--- src/rtl/lp_distance_matrix_core_assert.svh ---
// Assertion macros for the distance matrix core
`ifndef LP_DISTANCE_MATRIX_CORE_ASSERT_SVH
`define LP_DISTANCE_MATRIX_CORE_ASSERT_SVH
// implication checked every clock, off in reset
`define LPD_ASSERT_IMP(lbl, ante, cons) \
  lbl: assert property (@(posedge clk) disable iff (!rst_n) (ante) |-> (cons)) \
    else $error("assertion failed");
// next-cycle implication
`define LPD_ASSERT_NXT(lbl, ante, cons) \
  lbl: assert property (@(posedge clk) disable iff (!rst_n) (ante) |=> (cons)) \
    else $error("assertion failed");
`endif

--- src/rtl/lpd_pkg.sv ---
// ----------------------------------------------------------------------------
// lpd_pkg
// Shared constants and types for the Lp distance matrix core.
// ----------------------------------------------------------------------------
package lpd_pkg;
  localparam int MAX_VECTOR_LENGTH = 256;
  localparam int MAX_VECTORS       = 4096;
  localparam int ELEMENT_WIDTH     = 16;

  localparam logic [1:0] MODE_MAX  = 2'd0;
  localparam logic [1:0] MODE_L1   = 2'd1;
  localparam logic [1:0] MODE_L2   = 2'd2;
  localparam logic [1:0] MODE_L3   = 2'd3;

  localparam logic [1:0] REG_POWER_MODE   = 2'd0;
  localparam logic [1:0] REG_VECTOR_LEN   = 2'd1;
  localparam logic [1:0] REG_ROW_COUNT    = 2'd2;
  localparam logic [1:0] REG_COLUMN_COUNT = 2'd3;

  // classified element headed for the back end
  typedef struct packed {
    logic [16:0] absdiff;
    logic        vec_last;
    logic [1:0]  mode;
  } lpd_elem_t;

  // finished vector pair waiting for the root unit
  typedef struct packed {
    logic [63:0] acc;
    logic [1:0]  mode;
    logic [11:0] row;
    logic [11:0] col;
    logic        done;
  } lpd_job_t;
endpackage

--- src/rtl/lpd_front.sv ---
// ----------------------------------------------------------------------------
// lpd_front
// Takes element pairs, forms |a-b| and tags the last element of a vector.
// ----------------------------------------------------------------------------
module lpd_front import lpd_pkg::*; #(
  parameter int MAX_LEN = MAX_VECTOR_LENGTH,
  parameter int EW      = ELEMENT_WIDTH
) (
  input  logic        clk,
  input  logic        rst_n,
  input  logic        in_valid,
  output logic        in_ready,
  input  logic [15:0] elem_a,
  input  logic [15:0] elem_b,
  input  logic [1:0]  mode,
  input  logic [8:0]  vector_len,
  output logic        q_valid,
  input  logic        q_ready,
  output lpd_elem_t   q_data
);
  logic [7:0]  elem_cnt_r;
  logic [8:0]  len;
  logic signed [16:0] sa, sb, d;
  logic        q_valid_r;
  lpd_elem_t   q_data_r;
  logic        take;

  always_comb begin
    if (vector_len == 9'd0) len = 9'd1;
    else if ({23'd0, vector_len} > MAX_LEN) len = 9'(MAX_LEN);
    else len = vector_len;
  end

  assign sa = 17'(signed'(elem_a[EW-1:0]));
  assign sb = 17'(signed'(elem_b[EW-1:0]));
  assign d  = sa - sb;

  assign in_ready = !q_valid_r || q_ready;
  assign take     = in_valid && in_ready;

  always_ff @(posedge clk) begin
    if (!rst_n) begin
      q_valid_r  <= 1'b0;
      elem_cnt_r <= '0;
    end else begin
      if (take) begin
        q_valid_r <= 1'b1;
        if ({1'b0, elem_cnt_r} + 9'd1 < len) elem_cnt_r <= elem_cnt_r + 8'd1;
        else elem_cnt_r <= '0;
      end else if (q_ready) begin
        q_valid_r <= 1'b0;
      end
    end
  end

  always_ff @(posedge clk) begin
    if (take) begin
      q_data_r.absdiff  <= d[16] ? -d : d;
      q_data_r.vec_last <= !({1'b0, elem_cnt_r} + 9'd1 < len);
      q_data_r.mode     <= mode;
    end
  end

  assign q_valid = q_valid_r;
  assign q_data  = q_data_r;
endmodule

--- config.mk ---
export PLATFORM = sky130hd
export DESIGN_NAME = lpd_front
export DESIGN_NICKNAME = d
export VERILOG_FILES = /design/src/rtl/lp_distance_matrix_core_assert.svh /design/src/rtl/lpd_pkg.sv /design/src/rtl/lpd_front.sv
export SDC_FILE = /design/constraint.sdc
export NUM_CORES = 1
export LEC_CHECK = 0
export ABC_AREA = 1
export BUFFER_PORTS_ARGS = -buffer_cell sky130_fd_sc_hd__buf_2
export CAP_MARGIN = 20
export CORE_ASPECT_RATIO = 0.6
export CORE_MARGIN = 1
export CORE_UTILIZATION = 45
export CTS_CLUSTER_DIAMETER = 60
export DETAILED_ROUTE_END_ITERATION = 10
export MAX_ROUTING_LAYER = met4
export PLACE_DENSITY = 0.71
export SYNTH_ARGS = -nofsm -noshare
export SYNTH_HDL_FRONTEND = slang
export SYNTH_SLANG_ARGS = --single-unit
--- constraint.sdc ---
create_clock -name clk -period 8.2 [get_ports clk]
set_clock_uncertainty 0.2 [all_clocks]
set_input_delay 1.64 -clock clk [delete_from_list [all_inputs] [get_ports clk]]
set_output_delay 1.64 -clock clk [all_outputs]
set_load 0.1 [all_outputs]
==> results_dict.tcl <==
set metrics [dict create \
    fin_setup_tns_ps 0 \
    synth_top_family_by_area "simple AND/OR/NAND/NOR gates" \
    arrival_ps 2250 \
    cp-end-kind "output port" \
    finalCritPeriodShare_pct 49.9 \
    cts_resized 0 \
    die_height_um 64.1 \
    first_iter_violations 167 \
    worst-endpoint-required_ps 6360 \
    cts_setup_buffers 0 \
    syn_area_per_cell_um2 6.62 \
    path_cells "buf_2 > inv_1 > nand2_1 > buf_2" \
    grt_max_degree 29 \
    coreArea_um2 6170 \
    wl_per_cell_um 11.1 \
    clk_pin_slew_ps 60 \
    crit_top_cell "buf_2" \
    drtPass1Iterations 5 \
    nNetsFinal 584 \
    rr_worst_depth 14 \
    dieArea_um2 6760 \
    relSlewSlack_pct 40.2 \
    cp_slowest_cell "buf_2" \
    ys_types 31 \
    vias_per_cell 4.79 \
    grt_usage_pct 20.6 \
    synth_top_area_cell "edfxtp_1" \
    areaGrowthSynthToFinish_pct 17.6 \
    syn_inst 437 \
    power.density_nw_per_um2 178 \
    hold_class "flop to flop" \
    synthMuxAreaShare_pct 0 \
    cts_buffer_depth 2 \
    start_util_pct 46.9 \
    whs_endpoint "elem_cnt_r[7]" \
    seq_area_frac_synth_pct 27.0 \
    hold-path-cell-count 2 \
    register_area_um2 781 \
    synth_top_area_share_pct 20.8 \
    worst_hold_slack_ps 274 \
    finalSetupViolCount 0 \
    power_mw 0.605 \
    hp-start "elem_cnt_r[7]" \
    reg2reg_to "q_data[2]" \
    cts_root_buf "clkbuf_8" \
    io_pins 69 \
    maxCapViolCount 0 \
    num_rows 22 \
    cpPeakStageDelay_ps 430 \
    synth.area.top_cells "edfxtp_1 (21%), nand2_1 (18%), ha_1 (11%)" \
    worstSetupPathType "input port to output port" \
    fmax_mhz 244 \
    first_global_vias 2364 \
    r2r_start "elem_cnt_r[0]" \
    cts_tree "built" \
    multi_input_area_um2 1770 \
    htree_levels 2 \
    antenna_left 0 \
    numCtsBuffers 5 \
    ys_seq_elements 29 \
    clkLatencyLatePin_ps 280 \
    antenna_found_initial 0 \
    hold_viol 0 \
    routabilityCongestion 0.859 \
    synth-adder-area-share_pct 11.9 \
    numClockSinks 29 \
    synth-warning-count 0 \
    nFillCells 613 \
    layout_common_cells "nand2_1 (139), inv_1 (80), buf_2 (68)" \
    synth-simple-area-share_pct 37.6 \
    start_kind "input port" \
    cts_hold_buf 0 \
    ir_drop_mv 0.170 \
    worst_pin_slew_ps 892 \
    final_common_cell "nand2_1" \
    syn-num-nets 511 \
    leakagePower_nw 1.85 \
    reg2reg_slack_ps 5410 \
    drv_slew 0 \
    portBuffers 68 \
    outcome "completed" \
    vias 2849 \
    synth-compound-area-share_pct 7.36 \
    synthesis.area_um2 2890 \
    die_w_um 105 \
    diodes 0 \
    hpwl_um 5550 \
    drc 0 \
    overflow 0 \
    period_needed_ps 4090 \
    final_util_pct 55.2 \
    synth_xor_area_share_pct 4.24 \
    drive_above_1_share_pct 20.7 \
    rsz0062_at_grt "no" \
    drt_wl_total_um 6620 \
    worstPathMaxFanout 3 \
    grt_pass1_wl_um 10800 \
]
[critical path: cells and delay by family]
kind | cells | cell delay [ps]
buf+inv | 3 | 530
simple gates | 1 | 80
[stage by stage]
step                instance area (um2)  setup slack (ps)  cells
CTS                                3400              4100    595
floorplan                          2890              4030    437
finish                             3400              4110    595
global placement                   3310              4120    587
global route                       3400              4080    595
detailed placement                 3310              4090    587
[cells in the mapped netlist, drive strengths merged]
master and count:
a21oi 23, a221oi 1, and2 4, buf 2, clkinv 2, dfxtp 9
edfxtp 20, fa 1, ha 26, inv 83, nand2 154, nand3 29
nand3b 4, nand4 12, nor2 40, nor3 2, o21a 1, o21ai 6
o21bai 2, o31ai 2, xnor2 4, xor2 10
[registers in the layout (all words and copies together), names as in the netlist]
name        count
elem_cnt_r      8
q_valid         1
q_data         20
[worst max path at each step]
| stage | startpoint | to | slack [ps] | cells past startpoint |
|---|---|---|---|---|
| 2_1_floorplan | q_ready | in_ready | 4030 | 2 |
| 3_5_place_dp | elem_a[0] | q_data[18] | 4090 | 18 |
| 4_1_cts | q_ready | in_ready | 4100 | 4 |
| 3_3_place_gp | q_ready | in_ready | 4120 | 4 |
| 5_1_grt | q_ready | in_ready | 4080 | 4 |
| 6_report | q_ready | in_ready | 4110 | 4 |
[power by group]
| part | internal (mW) | total, mW | switching (mW) |
|---|---|---|---|
| clock network | 0.0584 | 0.113 | 0.0549 |
| registers | 0.181 | 0.187 | 0.00526 |
| logic | 0.0743 | 0.305 | 0.231 |
[metal layers]
metal | global-route usage [%] | wire length, um
met1 | 31.9 | 3660
met4 | 2.64 | 9
met3 | 4.49 | 496
met5 | - | 0
met2 | 27.2 | 2450
[cells by family after synthesis]
group                    Yosys count
AND/OR/NAND/NOR                  245
buffers and inverters             87
AO/OA/AOI/OAI                     35
flip-flops                        29
adder cells (fa/ha/maj)           27
XOR/XNOR                          14
[area by class of cell]
| cell class | count | share of cell area (%) |
|---|---|---|
| clock buffers | 5 | 2.02 |
| clock inverters | 3 | 0.515 |
| inverters | 85 | 9.38 |
| multi-input cells | 321 | 52.0 |
| flip-flops and latches | 29 | 23.0 |
| well taps | 84 | 3.09 |
| repair buffers | 68 | 10.0 |
(Power assumes the default switching activity.)
