===== src/rtl/lp_distance_matrix_core_assert.svh =====
// Assertion macros for the distance matrix core
`ifndef LP_DISTANCE_MATRIX_CORE_ASSERT_SVH
`define LP_DISTANCE_MATRIX_CORE_ASSERT_SVH
// implication checked every clock, off in reset
`define LPD_ASSERT_IMP(lbl, ante, cons) \
  lbl: assert property (@(posedge clk) disable iff (!rst_n) (ante) |-> (cons)) \
    else $error("assertion failed");
// next-cycle implication
`define LPD_ASSERT_NXT(lbl, ante, cons) \
  lbl: assert property (@(posedge clk) disable iff (!rst_n) (ante) |=> (cons)) \
    else $error("assertion failed");
`endif


===== src/rtl/lpd_pkg.sv =====
// ----------------------------------------------------------------------------
// lpd_pkg
// Shared constants and types for the Lp distance matrix core.
// ----------------------------------------------------------------------------
package lpd_pkg;
  localparam int MAX_VECTOR_LENGTH = 256;
  localparam int MAX_VECTORS       = 4096;
  localparam int ELEMENT_WIDTH     = 16;

  localparam logic [1:0] MODE_MAX  = 2'd0;
  localparam logic [1:0] MODE_L1   = 2'd1;
  localparam logic [1:0] MODE_L2   = 2'd2;
  localparam logic [1:0] MODE_L3   = 2'd3;

  localparam logic [1:0] REG_POWER_MODE   = 2'd0;
  localparam logic [1:0] REG_VECTOR_LEN   = 2'd1;
  localparam logic [1:0] REG_ROW_COUNT    = 2'd2;
  localparam logic [1:0] REG_COLUMN_COUNT = 2'd3;

  // classified element headed for the back end
  typedef struct packed {
    logic [16:0] absdiff;
    logic        vec_last;
    logic [1:0]  mode;
  } lpd_elem_t;

  // finished vector pair waiting for the root unit
  typedef struct packed {
    logic [63:0] acc;
    logic [1:0]  mode;
    logic [11:0] row;
    logic [11:0] col;
    logic        done;
  } lpd_job_t;
endpackage


===== src/rtl/lpd_root.sv =====
// ----------------------------------------------------------------------------
// lpd_root
// Bit-serial floor square / cube root; per bit, ST_SQ then ST_MUL.
// ----------------------------------------------------------------------------
module lpd_root import lpd_pkg::*; (
  input  logic        clk,
  input  logic        rst_n,
  input  logic        j_valid,
  output logic        j_ready,
  input  lpd_job_t    j_data,
  output logic        out_tvalid,
  input  logic        out_tready,
  output logic [47:0] out_tdata,
  output logic        out_tlast
);
  localparam logic [1:0] ST_IDLE = 2'd0;
  localparam logic [1:0] ST_SQ   = 2'd1;
  localparam logic [1:0] ST_MUL  = 2'd2;
  localparam logic [1:0] ST_OUT  = 2'd3;

  logic [1:0]  st_r;
  lpd_job_t    job_r;
  logic [23:0] root_r, cand;
  logic [4:0]  bit_r;
  logic [47:0] sq_r;
  logic [62:0] cube;
  logic [63:0] pw;

  // cube roots stay below 2^21, so the square fits 42 bits
  assign cand = root_r | (24'd1 << bit_r);
  assign cube = sq_r[41:0] * cand[20:0];
  assign pw   = (job_r.mode == MODE_L3) ? {1'b0, cube} : {16'd0, sq_r};
  assign j_ready = (st_r == ST_IDLE);

  always_ff @(posedge clk) begin
    if (!rst_n) begin
      st_r <= ST_IDLE;
    end else begin
      case (st_r)
        ST_IDLE: if (j_valid) begin
          job_r  <= j_data;
          root_r <= '0;
          bit_r  <= (j_data.mode == MODE_L3) ? 5'd20 : 5'd23;
          st_r   <= (j_data.mode == MODE_L2 || j_data.mode == MODE_L3) ? ST_SQ : ST_OUT;
        end
        ST_SQ: begin
          sq_r <= cand * cand;
          st_r <= ST_MUL;
        end
        ST_MUL: begin
          if (pw <= job_r.acc) root_r <= cand;
          if (bit_r == 5'd0) st_r <= ST_OUT;
          else begin
            bit_r <= bit_r - 5'd1;
            st_r  <= ST_SQ;
          end
        end
        ST_OUT: if (out_tready) st_r <= ST_IDLE;
        default: st_r <= ST_IDLE;
      endcase
    end
  end

  assign out_tvalid = (st_r == ST_OUT);
  assign out_tdata  = {job_r.col, job_r.row,
                       (job_r.mode == MODE_L2 || job_r.mode == MODE_L3) ?
                       root_r : job_r.acc[23:0]};
  assign out_tlast  = job_r.done;
endmodule


===== config.mk =====
export PLATFORM = sky130hd
export DESIGN_NAME = lpd_root
export DESIGN_NICKNAME = d
export VERILOG_FILES = /design/src/rtl/lp_distance_matrix_core_assert.svh /design/src/rtl/lpd_pkg.sv /design/src/rtl/lpd_root.sv
export SDC_FILE = /design/constraint.sdc
export NUM_CORES = 2
export LEC_CHECK = 0
export BUFFER_PORTS_ARGS = -buffer_cell sky130_fd_sc_hd__clkbuf_2
export CORE_MARGIN = 3
export CORE_UTILIZATION = 50
export DETAILED_ROUTE_END_ITERATION = 8
export PLACE_DENSITY = 0.66
export SLEW_MARGIN = 20
export SYNTH_ARGS = -nofsm -noshare
export SYNTH_HDL_FRONTEND = slang
export SYNTH_SLANG_ARGS = --single-unit

===== constraint.sdc =====
create_clock -name clk -period 14 [get_ports clk]
set_input_delay 2.8 -clock clk [delete_from_list [all_inputs] [get_ports clk]]
set_output_delay 2.8 -clock clk [all_outputs]
set_load 0.05 [all_outputs]

==> out/metrics.yaml <==
placement:
  gp_congestion: 0.938
  hpwl_um: 114000
  port_buffers: 145
sta:
  hold_viol_final: 0
  drv_slew: 0
  worst_hold_slack_ps: 657
  slew_headroom_pct: 25.5
  worst_slew_pin_slew_ps: 1120
  finalSetupViolCount: 0
  fmaxAchievable_mhz: 80.9
  rsz0062_at_grt: "no"
  fin_crit_ps: 12360
  fin_worst_skew_ps: 14.3
  finalCritPeriodShare_pct: 88.3
  setup_tns_ps: 0
synthesis:
  synth_common_cells: "inv_1, fa_1, nand2_1, ha_1, and2_1"
  synth_cell_type_count: 72
  synth_top_cell_by_area: "fa_1"
  syn_inst: 5648
  ys_seq_area_share_pct: 9.80
  synth_top_area_share_pct: 45.5
  synth_area_um2: 51600
  syn_area_per_cell_um2: 9.14
  ys_seq_elements: 169
  synth_edf_count: 167
  synth-main-ff-cell: "edfxtp_1"
  synth_area_leaders: "fa_1, ha_1, inv_1, edfxtp_1, nand2_1"
  synth.most_common_cell: "inv_1"
  async_reset_ff_share_pct: 0
  ys_warn_count: 0
routing:
  viasPerCell: 5.39
  remaining_drc_errors: 0
  vias: 37600
  wire_per_inst_um: 20.0
  drt_wl_total_um: 140000
  ant_nets: 0
  drtPass1Iterations: 6
  drtIter0Drc: 2738
global_routing:
  grt_util_met1_pct: 35.0
  grt_pass1_wl_um: 227000
  grt.busiest_layer: "met2"
  track_usage_pct: 27.4
  antenna_found_initial: 2
  grt_max_degree: 81
  overflow: 0
  grtUsageMet3_pct: 4.13
  met2_usage_pct: 47.2
  first_global_vias: 41100
hold_path:
  hold_class: "reg2reg"
worst_setup_path:
  critPathRequiredTime_ps: 14080
  startpoint_type: "flop"
  arrival_ps: 12440
  crit_fanout: 32
  crit_path_top_delay_cell: "a2111oi_1"
  crit_type: "reg2reg"
  crit_top_cell: "fa_1"
  critPathMaxStageDelay_ps: 890
  endpoint_kind: "flop"
clock_tree:
  clk_latency_ps: 470
  hold_buffers: 0
  path_clk_slew_ps: 80
  cts_root_buf: "clkbuf_16"
  post_cts_buffers: 0
  cts_resized: 0
  htreeDepth: 4
  cts_buffer_depth: 2
  cts_tree: "yes"
  cts_buffers: 17
  clock_sink_count: 169
final_layout:
  area_growth_pct: 4.83
  layout.nets: 7283
  layout-drive-gt1-share_pct: 5.43
floorplanning:
  die_x_um: 327
  io_pins: 146
  initial_core_util_pct: 50.6
  core_area_um2: 102000
  placementRows: 117
  die_y_um: 327
  die_area_um2: 107000
run:
  cap_violations: 0
outcome:
  status: "finished, final reports clean"
state kept, by name, summed over array words and instances (netlist names):
register and cells:
root_r 24, st_r 2, out_tdata 24, sq_r 47, job_r 66, out_tlast 1
bit_r 5
per-layer routing:
metal  vias up  wire (µm)
met1     19500      54100
met2      1259      70200
met4         0       6230
li1      16600          -
met3       272       9450
met5         -          0
layout by cell type, fill, tap and decap left out, drive strengths merged, types with 38 or more instances in the layout:
master and instances:
fa 1174, nand2 762, buf 82, and2 361, ha 413, a21oi 162, o21ai 139, xnor2 69
edfxtp 167, nand4 38, nor2 277, inv 1385, a21o 99, clkbuf 162
final timing paths:
| kind | slack [ps] | end | startpoint | cells after the start |
|---|---|---|---|---|
| max | 1640 | root_r[8]$_SDFFCE_PN0P_ | bit_r[0]$_DFFE_PP_ | 36 |
| min reg2reg | 660 | root_r[11]$_SDFFCE_PN0P_ | root_r[11]$_SDFFCE_PN0P_ | 2 |
| min | 660 | root_r[11]$_SDFFCE_PN0P_ | root_r[11]$_SDFFCE_PN0P_ | 2 |
| max reg2reg | 1640 | root_r[8]$_SDFFCE_PN0P_ | bit_r[0]$_DFFE_PP_ | 36 |
logic make-up (layout without fill, tap and decap cells):
kind of cell / after synthesis / count (layout) / share of synthesized area (%)
AO/OA/AOI/OAI: 526 / 526 / 6.35
XOR/XNOR: 106 / 106 / 1.80
adder cells (fa/ha/maj): 1587 / 1587 / 55.6
buffers and inverters: 1691 / 1643 / 12.5
flip-flops: 169 / 169 / 9.80
multiplexers: 6 / 6 / 0.121
other: 2 / 19 / 0.0146
AND/OR/NAND/NOR: 1561 / 1561 / 13.8
cell type report:
| type | count | area (µm²) |
|---|---|---|
| clock inverters | 15 | 154 |
| repair buffers | 227 | 1350 |
| well taps | 1368 | 1710 |
| diodes | 3 | 7.51 |
| clock buffers | 17 | 425 |
| multi-input cells | 3802 | 40200 |
| fillers | 9445 | 47900 |
| flip-flops and latches | 169 | 5050 |
| inverters | 1384 | 5190 |
stage by stage:
| step | instances | setup slack, ps | util [%] | cell area (µm²) |
|---|---|---|---|---|
| 5_1_grt | 6982 | 1060 | 53.0 | 54100 |
| 3_3_place_gp | 6950 | 1990 | 52.4 | 53500 |
| 2_1_floorplan | 5662 | 3710 | - | 51700 |
| 4_1_cts | 6982 | 1780 | 53.0 | 54100 |
| 3_5_place_dp | 6950 | 1860 | 52.4 | 53500 |
| 6_report | 6985 | 1640 | 53.0 | 54100 |
critical path: cells and delay by family, from the launching register on:
family                   cells  cell delay (ps)
AO/OA/AOI/OAI                9             3300
adder cells (fa/ha/maj)     10             4680
buffers and inverters        8             1380
flip-flops                   1              470
AND/OR/NAND/NOR              9             2080
Power is left out: the tool's default activity adds up to more than one toggle a clock period on the data nets, which glitch-free logic cannot reach.
