===== config.mk =====
export PLATFORM = sky130hd
export DESIGN_NAME = lpd_accum
export DESIGN_NICKNAME = d
export VERILOG_FILES = /design/src/rtl/lp_distance_matrix_core_assert.svh /design/src/rtl/lpd_pkg.sv /design/src/rtl/lpd_accum.sv
export SDC_FILE = /design/constraint.sdc
export NUM_CORES = 2
export LEC_CHECK = 0
export ABC_AREA = 1
export BUFFER_PORTS_ARGS = -buffer_cell sky130_fd_sc_hd__buf_2
export CAP_MARGIN = 10
export CORE_ASPECT_RATIO = 0.8
export CORE_MARGIN = 2
export CORE_UTILIZATION = 40
export CTS_BUF_LIST = sky130_fd_sc_hd__clkbuf_4
export CTS_CLUSTER_SIZE = 40
export DETAILED_ROUTE_END_ITERATION = 10
export HOLD_SLACK_MARGIN = 0.02
export PLACE_DENSITY_LB_ADDON = 0.12
export SLEW_MARGIN = 20
export SYNTH_ARGS = -nofsm -noshare
export SYNTH_HDL_FRONTEND = slang
export SYNTH_SLANG_ARGS = --single-unit

===== constraint.sdc =====
create_clock -name clk -period 10.31 [get_ports clk]
set_input_delay 0 -clock clk [delete_from_list [all_inputs] [get_ports clk]]
set_output_delay 0 -clock clk [all_outputs]
set_load 0.05 [all_outputs]

===== src/rtl/lp_distance_matrix_core_assert.svh =====
// Assertion macros for the distance matrix core
`ifndef LP_DISTANCE_MATRIX_CORE_ASSERT_SVH
`define LP_DISTANCE_MATRIX_CORE_ASSERT_SVH
// implication checked every clock, off in reset
`define LPD_ASSERT_IMP(lbl, ante, cons) \
  lbl: assert property (@(posedge clk) disable iff (!rst_n) (ante) |-> (cons)) \
    else $error("assertion failed");
// next-cycle implication
`define LPD_ASSERT_NXT(lbl, ante, cons) \
  lbl: assert property (@(posedge clk) disable iff (!rst_n) (ante) |=> (cons)) \
    else $error("assertion failed");
`endif


===== src/rtl/lpd_pkg.sv =====
// ----------------------------------------------------------------------------
// lpd_pkg
// Shared constants and types for the Lp distance matrix core.
// ----------------------------------------------------------------------------
package lpd_pkg;
  localparam int MAX_VECTOR_LENGTH = 256;
  localparam int MAX_VECTORS       = 4096;
  localparam int ELEMENT_WIDTH     = 16;

  localparam logic [1:0] MODE_MAX  = 2'd0;
  localparam logic [1:0] MODE_L1   = 2'd1;
  localparam logic [1:0] MODE_L2   = 2'd2;
  localparam logic [1:0] MODE_L3   = 2'd3;

  localparam logic [1:0] REG_POWER_MODE   = 2'd0;
  localparam logic [1:0] REG_VECTOR_LEN   = 2'd1;
  localparam logic [1:0] REG_ROW_COUNT    = 2'd2;
  localparam logic [1:0] REG_COLUMN_COUNT = 2'd3;

  // classified element headed for the back end
  typedef struct packed {
    logic [16:0] absdiff;
    logic        vec_last;
    logic [1:0]  mode;
  } lpd_elem_t;

  // finished vector pair waiting for the root unit
  typedef struct packed {
    logic [63:0] acc;
    logic [1:0]  mode;
    logic [11:0] row;
    logic [11:0] col;
    logic        done;
  } lpd_job_t;
endpackage


===== src/rtl/lpd_accum.sv =====
// ----------------------------------------------------------------------------
// lpd_accum
// Power stage and accumulator; hands finished vector pairs to the root unit.
// ----------------------------------------------------------------------------
module lpd_accum import lpd_pkg::*; #(
  parameter int MAX_VEC = MAX_VECTORS
) (
  input  logic       clk,
  input  logic       rst_n,
  input  logic       e_valid,
  output logic       e_ready,
  input  lpd_elem_t  e_data,
  input  logic [12:0] row_count,
  input  logic [12:0] column_count,
  output logic       j_valid,
  input  logic       j_ready,
  output lpd_job_t   j_data
);
  // stage 1: element
  logic        s1_v_r;
  lpd_elem_t   s1_r;
  // stage 2: square
  logic        s2_v_r;
  lpd_elem_t   s2_r;
  logic [33:0] sq_r;
  // stage 3: cube, accumulate
  logic        s3_v_r;
  lpd_elem_t   s3_r;
  logic [33:0] sq3_r;
  logic [50:0] pw_r;
  logic [63:0] acc_r;
  logic [63:0] acc_nxt;
  logic [11:0] row_r, col_r;
  logic        j_valid_r, j_valid_nxt;
  lpd_job_t    j_r;
  logic [12:0] rows, cols;
  logic        last_row, last_col, adv, fin;

  // the pipe holds only when a finished result cannot leave
  assign adv     = !(j_valid_r && !j_ready);
  assign e_ready = adv;
  assign fin     = adv && s3_v_r && s3_r.vec_last;

  always_comb begin
    rows = (row_count == 13'd0) ? 13'd1 :
           ({19'd0, row_count} > MAX_VEC) ? 13'(MAX_VEC) : row_count;
    cols = (column_count == 13'd0) ? 13'd1 :
           ({19'd0, column_count} > MAX_VEC) ? 13'(MAX_VEC) : column_count;
    last_row = {1'b0, row_r} + 13'd1 >= rows;
    last_col = {1'b0, col_r} + 13'd1 >= cols;
    case (s3_r.mode)
      MODE_MAX: acc_nxt = ({47'd0, s3_r.absdiff} > acc_r) ? {47'd0, s3_r.absdiff} : acc_r;
      MODE_L1:  acc_nxt = acc_r + {47'd0, s3_r.absdiff};
      MODE_L2:  acc_nxt = acc_r + {30'd0, sq3_r};
      default:  acc_nxt = acc_r + {13'd0, pw_r};
    endcase
    j_valid_nxt = fin || (j_valid_r && !j_ready);
  end

  always_ff @(posedge clk) begin
    if (!rst_n) begin
      s1_v_r <= 1'b0; s2_v_r <= 1'b0; s3_v_r <= 1'b0; j_valid_r <= 1'b0;
      acc_r <= '0; row_r <= '0; col_r <= '0;
    end else begin
      j_valid_r <= j_valid_nxt;
      if (adv) begin
        s1_v_r <= e_valid;
        s2_v_r <= s1_v_r;
        s3_v_r <= s2_v_r;
        if (s3_v_r) begin
          if (s3_r.vec_last) begin
            acc_r <= '0;
            if (!last_row) row_r <= row_r + 12'd1;
            else begin
              row_r <= '0;
              col_r <= last_col ? 12'd0 : col_r + 12'd1;
            end
          end else begin
            acc_r <= acc_nxt;
          end
        end
      end
    end
  end

  always_ff @(posedge clk) begin
    if (adv) begin
      s1_r  <= e_data;
      s2_r  <= s1_r;
      sq_r  <= 34'(s1_r.absdiff) * 34'(s1_r.absdiff);
      s3_r  <= s2_r;
      sq3_r <= sq_r;
      pw_r  <= 51'(sq_r) * 51'(s2_r.absdiff);
      if (fin) begin
        j_r.acc  <= acc_nxt;
        j_r.mode <= s3_r.mode;
        j_r.row  <= row_r;
        j_r.col  <= col_r;
        j_r.done <= last_row && last_col;
      end
    end
  end

  assign j_valid = j_valid_r;
  assign j_data  = j_r;
endmodule


==> results.json <==
{
  "period_needed_ps": 6800,
  "synth.lib_cells_used.distinct": 60,
  "largest_net_degree_at_the_start_of_global_routing": 73,
  "totalWireLength_microns": 140000,
  "synth_largest_area_cell": "fa_1",
  "min_from": "row_count[12]",
  "final_min_period_over_clock_period_pct": 66.0,
  "antenna_left": 0,
  "cts.root.buffer_cell": "clkbuf_4",
  "worstSetupPathType": "reg -> reg",
  "first_pass_grt_wire_length_microns": 223000,
  "hold_end": "col_r[2]",
  "final_hold_viol_count": 0,
  "max_freq_mhz": 147,
  "hold_path_depth": 8,
  "final_replace_weighted_congestion": 0.928,
  "synthTopCellsByArea": "fa_1, edfxtp_1, nand2_1, inv_1, ha_1",
  "rsz0062_at_grt": "false",
  "cap_viol_max_count": 0,
  "r2r_slack_ps": 3510,
  "core-area_sq_um": 117000,
  "cts_sinks": 357,
  "grt_antenna_before_repair": 2,
  "timing.critical_path.arrival_ps": 7550,
  "detailroute.via_count": 38000,
  "die_y_microns": 312,
  "fin_nets": 7216,
  "synthesis.yosys.warnings": 0,
  "route.detailed.drc": 0,
  "worstSkewPairLatency_ps": 1060,
  "worstSetupEndpointType": "flip-flop",
  "required_ps": 11060,
  "syn-instance-count": 6032,
  "routedWlPerCell_microns": 18.0,
  "nature_of_the_critical_path_startpoint": "flip-flop",
  "floorplan.die_area_sq_um": 121000,
  "clk_path_buf_depth": 3,
  "synthesized_area_per_cell_sq_um": 7.84,
  "min_path_type": "in -> reg",
  "reg2regPathDepth": 21,
  "synth_seq_area_share_pct": 20.7,
  "first_global_vias": 39000,
  "cts.reportedPaths.clkPinSlew_ps": 70,
  "dominantRegCellSynth": "edfxtp_1",
  "netlist.area_leader.share_pct": 28.3,
  "origin_of_the_critical_flop_to_flop_path": "sq_r[30]",
  "floorplan.io_pins": 143,
  "postSynthRegisterBits": 357,
  "critical_path.reg2reg.endpoint": "pw_r[45]",
  "initialDrtViolationCount": 2538,
  "maxSlewHeadroom_pct": 20.5,
  "hold_ws_ps": 168,
  "fin_tns_setup_ps": 0,
  "viasPerCell": 4.88,
  "fraction_of_final_layout_cells_sized_beyond_drive_strength_1_pct": 7.61,
  "syn_to_final_growth_pct": 8.75,
  "initial_utilization_pct": 40.4,
  "worstMarginPinSlew_ps": 1190,
  "timing.critical_path.fanout_max": 18,
  "synth_area_sq_um": 47300,
  "detailedPlacementHpwl_microns": 110000,
  "place.port_buffers": 142,
  "setup_violations": 0,
  "gr-total-overflow": 0,
  "cts_inserted_buffers": 104,
  "result_of_the_run": "complete, no violations",
  "grtUsageTotal_pct": 23.6,
  "htree_num_levels": 3,
  "number_of_flops_mapped_to_enable_cells_by_yosys": 265,
  "cts_resized": 0,
  "finalMaxSlewViolations": 0,
  "cts_tree": "built",
  "num_rows": 112,
  "clk_skew_ps": 99.4,
  "ys_async_sr_fraction_pct": 0,
  "chipWidth_microns": 389,
  "drtPass1Iterations": 5
}
cell usage after synthesis, types with 5 or more instances:
cell type  count
a21boi_0       8
a21o_1         7
a21oi_1      229
a21oi_2       14
a221o_1       15
a31oi_1       15
and2_1        11
and3_1         7
buf_1          5
buf_2         12
clkbuf_1     205
dfxtp_1       92
edfxtp_1     265
fa_1         668
ha_1         333
inv_1       1574
inv_2         11
nand2_1     1623
nand2_2       17
nand3_1      173
nand3_2       23
nand3b_1       9
nand4_1       50
nor2_1       275
nor2_2         7
nor3_1        26
nor3_2        10
nor4_1        17
o211ai_1      12
o21a_1        11
o21ai_0      106
o21ai_1       16
o21ai_2        7
o21bai_1      18
or2_2         13
xnor2_1       37
xor2_1        69
cell usage in the layout (no fill, tap or decap), types with 15 or more instances in the layout:
master / instances
buf_4: 46
nand3_2: 23
xnor2_1: 37
o21ai_1: 16
nand2_1: 1622
nor2_1: 275
buf_2: 142
clkinv_1: 18
fa_1: 668
nor3_1: 26
nand4_1: 50
a221o_1: 15
nand3_1: 173
o21ai_0: 106
edfxtp_1: 265
dlygate4sd3_1: 59
clkbuf_4: 149
inv_1: 1571
o21bai_1: 18
xor2_1: 69
a31oi_1: 15
dfxtp_1: 92
nor4_1: 17
nand2_2: 18
a21oi_1: 229
ha_1: 332
sequential cells by signal, summed over array words and instances, names as in the netlist, 12 cells and up:
name and flops:
sq_r 32, s3_r 20, sq3_r 32, col_r 12
j_data 91, row_r 12, acc_r 64, s2_r 20
s1_r 20, pw_r 50
through the flow:
step | instances | instance area (sq um) | util (%) | setup WS, ps
after global placement | 7539 | 49400 | 42.3 | 3560
after CTS | 7784 | 51400 | 44.0 | 3550
after floorplan | 6039 | 47300 | - | 2290
final | 7791 | 51500 | 44.0 | 3510
after detailed placement | 7539 | 49400 | 42.3 | 3550
after global routing | 7790 | 51500 | 44.0 | 3150
logic make-up after synthesis:
family | Yosys count | synth area share (%)
buffers and inverters | 1814 | 14.5
AO/OA/AOI/OAI | 482 | 5.94
adder cells (fa/ha/maj) | 1001 | 37.1
other | 2 | 0.0159
XOR/XNOR | 106 | 1.96
AND/OR/NAND/NOR | 2270 | 19.8
flip-flops | 357 | 20.7
metal layers:
| layer | GRT usage [%] | part of all wire [%] |
|---|---|---|
| met2 | 36.7 | 43 |
| met3 | 2.93 | 5.7 |
| met1 | 34.7 | 49 |
| met5 | 0 | 0 |
| met4 | 6.31 | 2.3 |
worst max-delay path, cell delays in order, from the launching register on:
cell      delay [ps]
edfxtp_1        1110
nand2_1          180
fa_1             540
inv_1             50
fa_1             490
inv_1             60
fa_1             500
inv_1             50
fa_1             480
fa_1             510
inv_1             50
fa_1             500
inv_1             50
ha_1             360
a21oi_1          200
inv_1             80
a31oi_1          300
o21ai_0          180
a21oi_1          260
nand3_1          250
a21oi_1          240
xnor2_1           80
cell type report:
type                            count  area [sq um]
Inverter                         1587          5970
Multi-Input combinational cell   3868         30700
Antenna cell                        7          17.5
Tap cell                         1539          1930
Clock inverter                     37           283
Fill cell                       12000         65600
Sequential cell                   357          9800
Timing Repair Buffer              247          1650
Clock buffer                      149          1120
worst max path at each step:
| stage | from | end | depth (start not counted) |
|---|---|---|---|
| global placement | sq_r[25] | pw_r[45] | 19 |
| CTS | sq_r[24] | pw_r[45] | 19 |
| floorplan | j_valid | col_r[4] | 10 |
| global route | sq_r[24] | pw_r[45] | 19 |
| finish | sq_r[30] | pw_r[45] | 21 |
| detailed placement | sq_r[24] | pw_r[45] | 19 |
what timing repair did:
| item | CTS | global route |
|---|---|---|
| hold buffers | 59 | 0 |
| buffers inserted | 0 | 0 |
| endpoints found under the hold margin | 104 | 0 |
Power is left out: the tool's default activity adds up to more than one toggle a clock period on the data nets, which glitch-free logic cannot reach.
